## src/rtl/core/srp_pkg.sv

```systemverilog
// Shared constants, status codes and control types of the skyline packer.
// No dependencies.
`timescale 1ns / 1ps
`default_nettype none
package srp_pkg;
   localparam int MAX_SEGMENTS_DEF = 256;
   localparam int COORD_BITS_DEF   = 13;
   localparam int DIM_BITS         = 13;
   localparam int POS_BITS         = 12;
   localparam int AREA_BITS        = 25;
   localparam int STATUS_BITS      = 3;
   localparam int CALC_BITS        = 18;
   localparam int CSR_ADDR_BITS    = 3;
   localparam int CSR_DATA_BITS    = 32;

   localparam logic [STATUS_BITS-1:0] ST_PLACED  = 3'd0;
   localparam logic [STATUS_BITS-1:0] ST_NO_FIT  = 3'd1;
   localparam logic [STATUS_BITS-1:0] ST_FULL    = 3'd2;
   localparam logic [STATUS_BITS-1:0] ST_ZERO    = 3'd3;
   localparam logic [STATUS_BITS-1:0] ST_CLEARED = 3'd4;

   localparam logic MODE_CLEAR = 1'b1;
   localparam logic REG_ATLAS_WIDTH  = 1'b0;
   localparam logic REG_ATLAS_HEIGHT = 1'b1;

   typedef struct packed {
      logic start;
      logic push;
      logic flush;
   } merge_ctl_type;

   function automatic logic [DIM_BITS-1:0] clamp_dim(input logic [DIM_BITS-1:0] v);
      if (v < 13'd3) return 13'd3;
      if (v > 13'd4096) return 13'd4096;
      return v;
   endfunction
endpackage
`default_nettype wire

```

## src/rtl/core/srp_merge.sv

```systemverilog
// Write stage of the skyline rebuild: joins level neighbours and writes
// the new segment list in order. Depends on srp_pkg.
`timescale 1ns / 1ps
`default_nettype none
module srp_merge #(
   parameter int MAX_SEGMENTS = srp_pkg::MAX_SEGMENTS_DEF,
   parameter int COORD_BITS   = srp_pkg::COORD_BITS_DEF
) (
   input  wire logic                              clock,
   input  wire logic                              reset,
   input  wire srp_pkg::merge_ctl_type            ctl,
   input  wire logic [3*COORD_BITS-1:0]           seg_in,
   output logic                                   wr_en,
   output logic [$clog2(MAX_SEGMENTS)-1:0]        wr_addr,
   output logic [3*COORD_BITS-1:0]                wr_data,
   output logic [$clog2(MAX_SEGMENTS+1)-1:0]      wr_count
);
   import srp_pkg::*;
   localparam int CB = COORD_BITS;
   localparam int AW = $clog2(MAX_SEGMENTS);
   localparam int CW = $clog2(MAX_SEGMENTS+1);

   logic [3*CB-1:0] pend_ff, pend_in;
   logic            pend_v_ff, pend_v_in;
   logic [CW-1:0]   cnt_ff, cnt_in;
   logic            same_level;

   assign same_level = pend_ff[2*CB-1:CB] == seg_in[2*CB-1:CB];
   assign wr_addr    = cnt_ff[AW-1:0];
   assign wr_data    = pend_ff;
   assign wr_count   = cnt_ff;

   always_comb begin
      pend_in   = pend_ff;
      pend_v_in = pend_v_ff;
      cnt_in    = cnt_ff;
      wr_en     = 1'b0;
      priority if (ctl.start) begin
         pend_v_in = 1'b0;
         cnt_in    = '0;
      end else if (ctl.push) begin
         if (!pend_v_ff) begin
            pend_in   = seg_in;
            pend_v_in = 1'b1;
         end else if (same_level) begin
            pend_in[CB-1:0] = pend_ff[CB-1:0] + seg_in[CB-1:0];
         end else begin
            wr_en   = 1'b1;
            cnt_in  = cnt_ff + 1'b1;
            pend_in = seg_in;
         end
      end else if (ctl.flush && pend_v_ff) begin
         wr_en     = 1'b1;
         cnt_in    = cnt_ff + 1'b1;
         pend_v_in = 1'b0;
      end
   end

   always_ff @(posedge clock) begin
      if (reset) begin
         pend_v_ff <= 1'b0;
         cnt_ff    <= '0;
      end else begin
         pend_v_ff <= pend_v_in;
         cnt_ff    <= cnt_in;
      end
      pend_ff <= pend_in;
   end
endmodule
`default_nettype wire

```

## config.mk

```make
export PLATFORM = sky130hd
export DESIGN_NAME = srp_merge
export DESIGN_NICKNAME = d
export VERILOG_FILES = /design/src/rtl/core/srp_pkg.sv /design/src/rtl/core/srp_merge.sv
export SDC_FILE = /design/constraint.sdc
export NUM_CORES = 1
export LEC_CHECK = 0
export ABC_AREA = 0
export ABC_CLOCK_PERIOD_IN_PS = 3700
export BUFFER_PORTS_ARGS = -buffer_cell sky130_fd_sc_hd__buf_4
export CORE_ASPECT_RATIO = 1.75
export CORE_MARGIN = 1
export CORE_UTILIZATION = 51
export CTS_BUF_LIST = sky130_fd_sc_hd__clkbuf_4
export DETAILED_ROUTE_END_ITERATION = 10
export GPL_ROUTABILITY_DRIVEN = 0
export PLACE_DENSITY = 0.85
export SKIP_LAST_GASP = 1
export SYNTH_ARGS = -nofsm -noshare
export SYNTH_HDL_FRONTEND = slang
export SYNTH_SLANG_ARGS = --single-unit
```

## constraint.sdc

```tcl
create_clock -name clock -period 3.7 [get_ports clock]
set_input_delay 0.74 -clock clock [delete_from_list [all_inputs] [get_ports clock]]
set_output_delay 0.74 -clock clock [all_outputs]
set_load 0.1 [all_outputs]
```

== Yosys cells after proc, flatten, opt, wreduce, memory -nomap -nowiden ==
Cells that the tools add are included.

* Muxes and demuxes: 14
* Bitwise logic cells: 1
* Add/sub/neg operators: 2
* Equal/unequal tests: 4
* Reduce and logical (&&, ||, !) cells: 6

{| class="wikitable"
|+ Operator list
! cell !! count
|-
| two-way mux 39 bit || 1
|-
| two-way mux 9 bit || 4
|-
| two-way mux 26 bit || 1
|-
| adder 13 bit || 1
|-
| == test 13 bit || 1
|-
| two-way mux 13 bit || 1
|-
| adder 9 x 1 -> 9 bit, second input constant || 1
|-
| two-way mux 1 bit || 7
|-
| AND reduction 3 bit || 2
|-
| inequality test 2 bit, second input constant || 2
|-
| inequality test 2 x 1 -> 1 bit, second input constant || 1
|-
| AND reduction 2 bit || 1
|-
| nonzero test 2 bit || 1
|-
| OR reduction 2 bit || 1
|-
| logical AND 1 bit || 1
|-
| NOT 1 bit || 1
|}

* Register bits: 49
* Input bits: 44

== Logic depth before layout (Yosys ltp) ==
* Word-level depth: 5
* Mapped depth: 8
* Mapped depth without buffers: 8

== Worst setup path before layout ==
Ideal clock, no wire load.

* Path type: flip-flop to output port
* From: register pend_ff[22] (netlist: wr_data[22])
* To: output wr_en
* Stages on the path, launching flop included: 6
* Data arrival time: 2.932 ns
* Path buffers: 0
* Slack: 0.028 ns
* Cell sequence: edfxtp_1 -> xnor2_1 -> nand4_2 -> nor4_4 -> or2_4 -> nor2_1

* Longest elaborated chain between the ends: 5

{| class="wikitable"
|+ Ends and longest elaborated chain
! element !! RTL line !! text
|-
| from (decl) || srp_merge.sv:23 || <nowiki>logic [3*CB-1:0] pend_ff, pend_in;</nowiki>
|-
| from (signal assigned) || srp_merge.sv:67 || <nowiki>pend_ff <= pend_in;</nowiki>
|-
| == test 13 bit || srp_merge.sv:28 || <nowiki>assign same_level = pend_ff[2*CB-1:CB] == seg_in[2*CB-1:CB];</nowiki>
|-
| two-way mux 1 bit || srp_merge.sv:45 || <nowiki>end else if (same_level) begin</nowiki>
|-
| two-way mux 1 bit || srp_merge.sv:42 || <nowiki>if (!pend_v_ff) begin</nowiki>
|-
| two-way mux 1 bit || srp_merge.sv:41 || <nowiki>end else if (ctl.push) begin</nowiki>
|-
| two-way mux 1 bit || srp_merge.sv:38 || <nowiki>priority if (ctl.start) begin</nowiki>
|-
| to (decl) || srp_merge.sv:13 || <nowiki>output logic wr_en,</nowiki>
|}

Every way passes these cells.

== Worst setup path in the final report ==
* From: input seg_in[14]
* To: output wr_en

* Longest elaborated chain between the ends: 5

{| class="wikitable"
|+ Ends and longest elaborated chain
! element !! RTL line !! text
|-
| from (decl) || srp_merge.sv:12 || <nowiki>input wire logic [3*COORD_BITS-1:0] seg_in,</nowiki>
|-
| == test 13 bit || srp_merge.sv:28 ||
|-
| two-way mux 1 bit || srp_merge.sv:45 ||
|-
| two-way mux 1 bit || srp_merge.sv:42 ||
|-
| two-way mux 1 bit || srp_merge.sv:41 ||
|-
| two-way mux 1 bit || srp_merge.sv:38 ||
|}

Every way passes these cells.

==> results.cfg <==
[floorplan]
rows = 34
die_width_um = 56.2
coreArea_mm2 = 0.00498
initial_core_util = 0.527
io_pins = 101
die_area_mm2 = 0.00545
die_h_um = 96.9

[run]
maxCapViolations = 0

[critical_path]
r2r-end = wr_data[12]
cp-start-kind = primary input
critPathRequiredTime_ns = 2.96
path_max_fanout = 8
cp-startpoint = seg_in[14]
arrival_ns = 2.27
reg2reg_depth = 8
criticalPathCategory = primary input to primary output
setup.worst_path.end = wr_en
r2r-start = wr_data[0]
r2r_slack_ns = 1.45
critPathCaptureType = primary output

[timing]
skew_ns = 0.00888
layout_setup_ws_ns = 0.695
tightest_slew_ns = 0.648
setup_viol = 0
min_period_over_period = 0.812
clock.fmax_mhz = 333
slew_viol_final = 0
setup_tns_ns = 0
holdWs_ns = 0.537
period_needed_ns = 3.01
report.final.hold_viol_count = 0
rsz0062_at_grt = no
slew_headroom = 0.567

[route]
drtAntennaViolNets = 0
finalWirelength_mm = 5.59
wire_per_inst_um = 14.9
first_iter_violations = 95
avgViaCountPerCell = 5.47
drcViolationCount = 0
num_vias = 2051
dr.pass1.iters = 4

[yosys]
synth_cell_types = 46
yosysMostFrequentCell = edfxtp_1
synth_seq_cells = 49
syn-cell-area_mm2 = 0.00262
async_reset_ff_frac = 0
postSynthAreaPerCell_um2 = 11.8
synth-edff-count = 39
synth.area.top_cells = edfxtp_1 (45%), dfxtp_1 (7.6%), ha_1 (6.2%)
ys_seq_area_frac = 0.523
syn_inst = 222
yosys.area.top_type_share = 0.446
synth_top_cell_by_area = edfxtp_1
synth_warnings = 0
ys.flop_type = edfxtp_1
syn_nets = 280
synth_commonest_cells = edfxtp_1 (39), nand2_1 (26), nor2_1 (17), xnor2_1 (17), ha_1 (13)

[clocking]
cts_tree = yes
clk_path_buf_depth = 2
insertion_delay_ns = 0.37
clkTransAtPathRegs_ns = 0.14
cts_buffers = 5
ctsHtreeMaxLevel = 2
ctsResizeCount = 0
root_buffer = clkbuf_4
cts_sinks = 49
cts_hold_buffers = 0
cts_setup_buffers = 0

[grt]
grt_pass1_wl_mm = 9.16
grt_use_total = 0.215
grt_pass1_vias = 2158
grt_start_max_net_pins = 27
antenna_found_initial = 0
grt_overflow = 0

[pwr]
peakVddDrop_uv = 395
seq_power_share = 0.433
intPower_w = 0.000973
pwr-share-comb = 0.306
swShare = 0.348
powerDensity_mw_per_mm2 = 427
p_clk_frac = 0.261
leakage_nw = 1.48
p_sw_w = 0.000519

[finish]
antenna_cells = 0
fin_nets = 378
drive_gt1_frac = 0.396
utilization = 0.702
syn2layout_area_growth_pct = 33.2
final_area_mm2 = 0.00349

[placement]
portBuffers = 100
place_ws_ns = 0.681
dp_hpwl_mm = 4.45
placed_area_mm2 = 0.00339

[status]
status = finished clean

[worst_hold_path]
min_path_type = flip-flop to flip-flop
==> through the flow <==
stage               power [W]  instances
floorplan            0.000998        222
global placement      0.00111        367
detailed placement    0.00111        367
CTS                   0.00150        375
global route          0.00155        375
finish                0.00149        375
==> cells in the final DEF, fill, tap and decap left out, types with 5 or more instances in the layout <==
master | synthesis | layout
a21oi_1 | 8 | 8
buf_4 | 8 | 102
clkbuf_4 | 0 | 5
dfxtp_1 | 10 | 10
edfxtp_1 | 39 | 39
ha_1 | 13 | 13
nand2_1 | 26 | 26
nand3_1 | 7 | 7
nand4_1 | 5 | 5
nor2_1 | 17 | 17
o21ai_0 | 12 | 12
xnor2_1 | 17 | 17
xnor2_2 | 7 | 7
xor2_1 | 6 | 6
==> kinds of logic after synthesis <==
logic type / Yosys count / share of synthesized area
multiplexers: 1 / 0.00382
flip-flops: 49 / 0.523
XOR/XNOR: 30 / 0.120
AND/OR/NAND/NOR: 76 / 0.162
adder cells (fa/ha/maj): 14 / 0.0696
AO/OA/AOI/OAI: 38 / 0.0906
buffers and inverters: 14 / 0.0315
==> metal layers <==
metal  GRT usage  part of all wire
met5           0                 0
met4       0.124             0.033
met3      0.0361             0.043
met2       0.399              0.57
met1       0.216              0.35
==> worst max-delay path, cell delays in order <==
cell     delay [ns]
buf_4          0.12
xnor2_1        0.24
nand3_2        0.17
nor4_4         0.50
or2_4          0.23
nor2_1         0.04
buf_4          0.22
==> power groups by stage <==
stage	Clock, W	Combinational, W	Sequential [W]
final	0.000389	0.000457	0.000645
after global routing	0.000418	0.000479	0.000649
after CTS	0.000398	0.000457	0.000646
after detailed placement	0	0.000457	0.000658
after global placement	0	0.000450	0.000657
after floorplan	0	0.000132	0.000866
==> worst min-delay path by stage <==
stage / slack, ns / end / startpoint / cells past startpoint
final: 0.54 / wr_count[1] / wr_count[1] / 2
after global routing: 0.51 / wr_data[30] / seg_in[30] / 1
after CTS: 0.53 / wr_data[36] / seg_in[36] / 1
after detailed placement: 0.51 / wr_count[8] / wr_count[8] / 2
after global placement: 0.50 / wr_count[7] / wr_count[7] / 2
after floorplan: 0.49 / pend_v_ff / pend_v_ff / 2
==> registers in the layout, summed over array words and instances, names as in the netlist <==
register   flops
wr_data       39
pend_v_ff      1
wr_count       9
==> area by class of cell <==
| type | count | area [µm²] |
|---|---|---|
| well taps | 54 | 67.6 |
| clock inverters | 3 | 68.8 |
| fillers | 366 | 1480 |
| repair buffers | 102 | 766 |
| multi-input cells | 159 | 1170 |
| flip-flops and latches | 49 | 1370 |
| clock buffers | 5 | 37.5 |
| inverters | 3 | 11.3 |
Note: power is estimated with default switching activity, not from simulation.
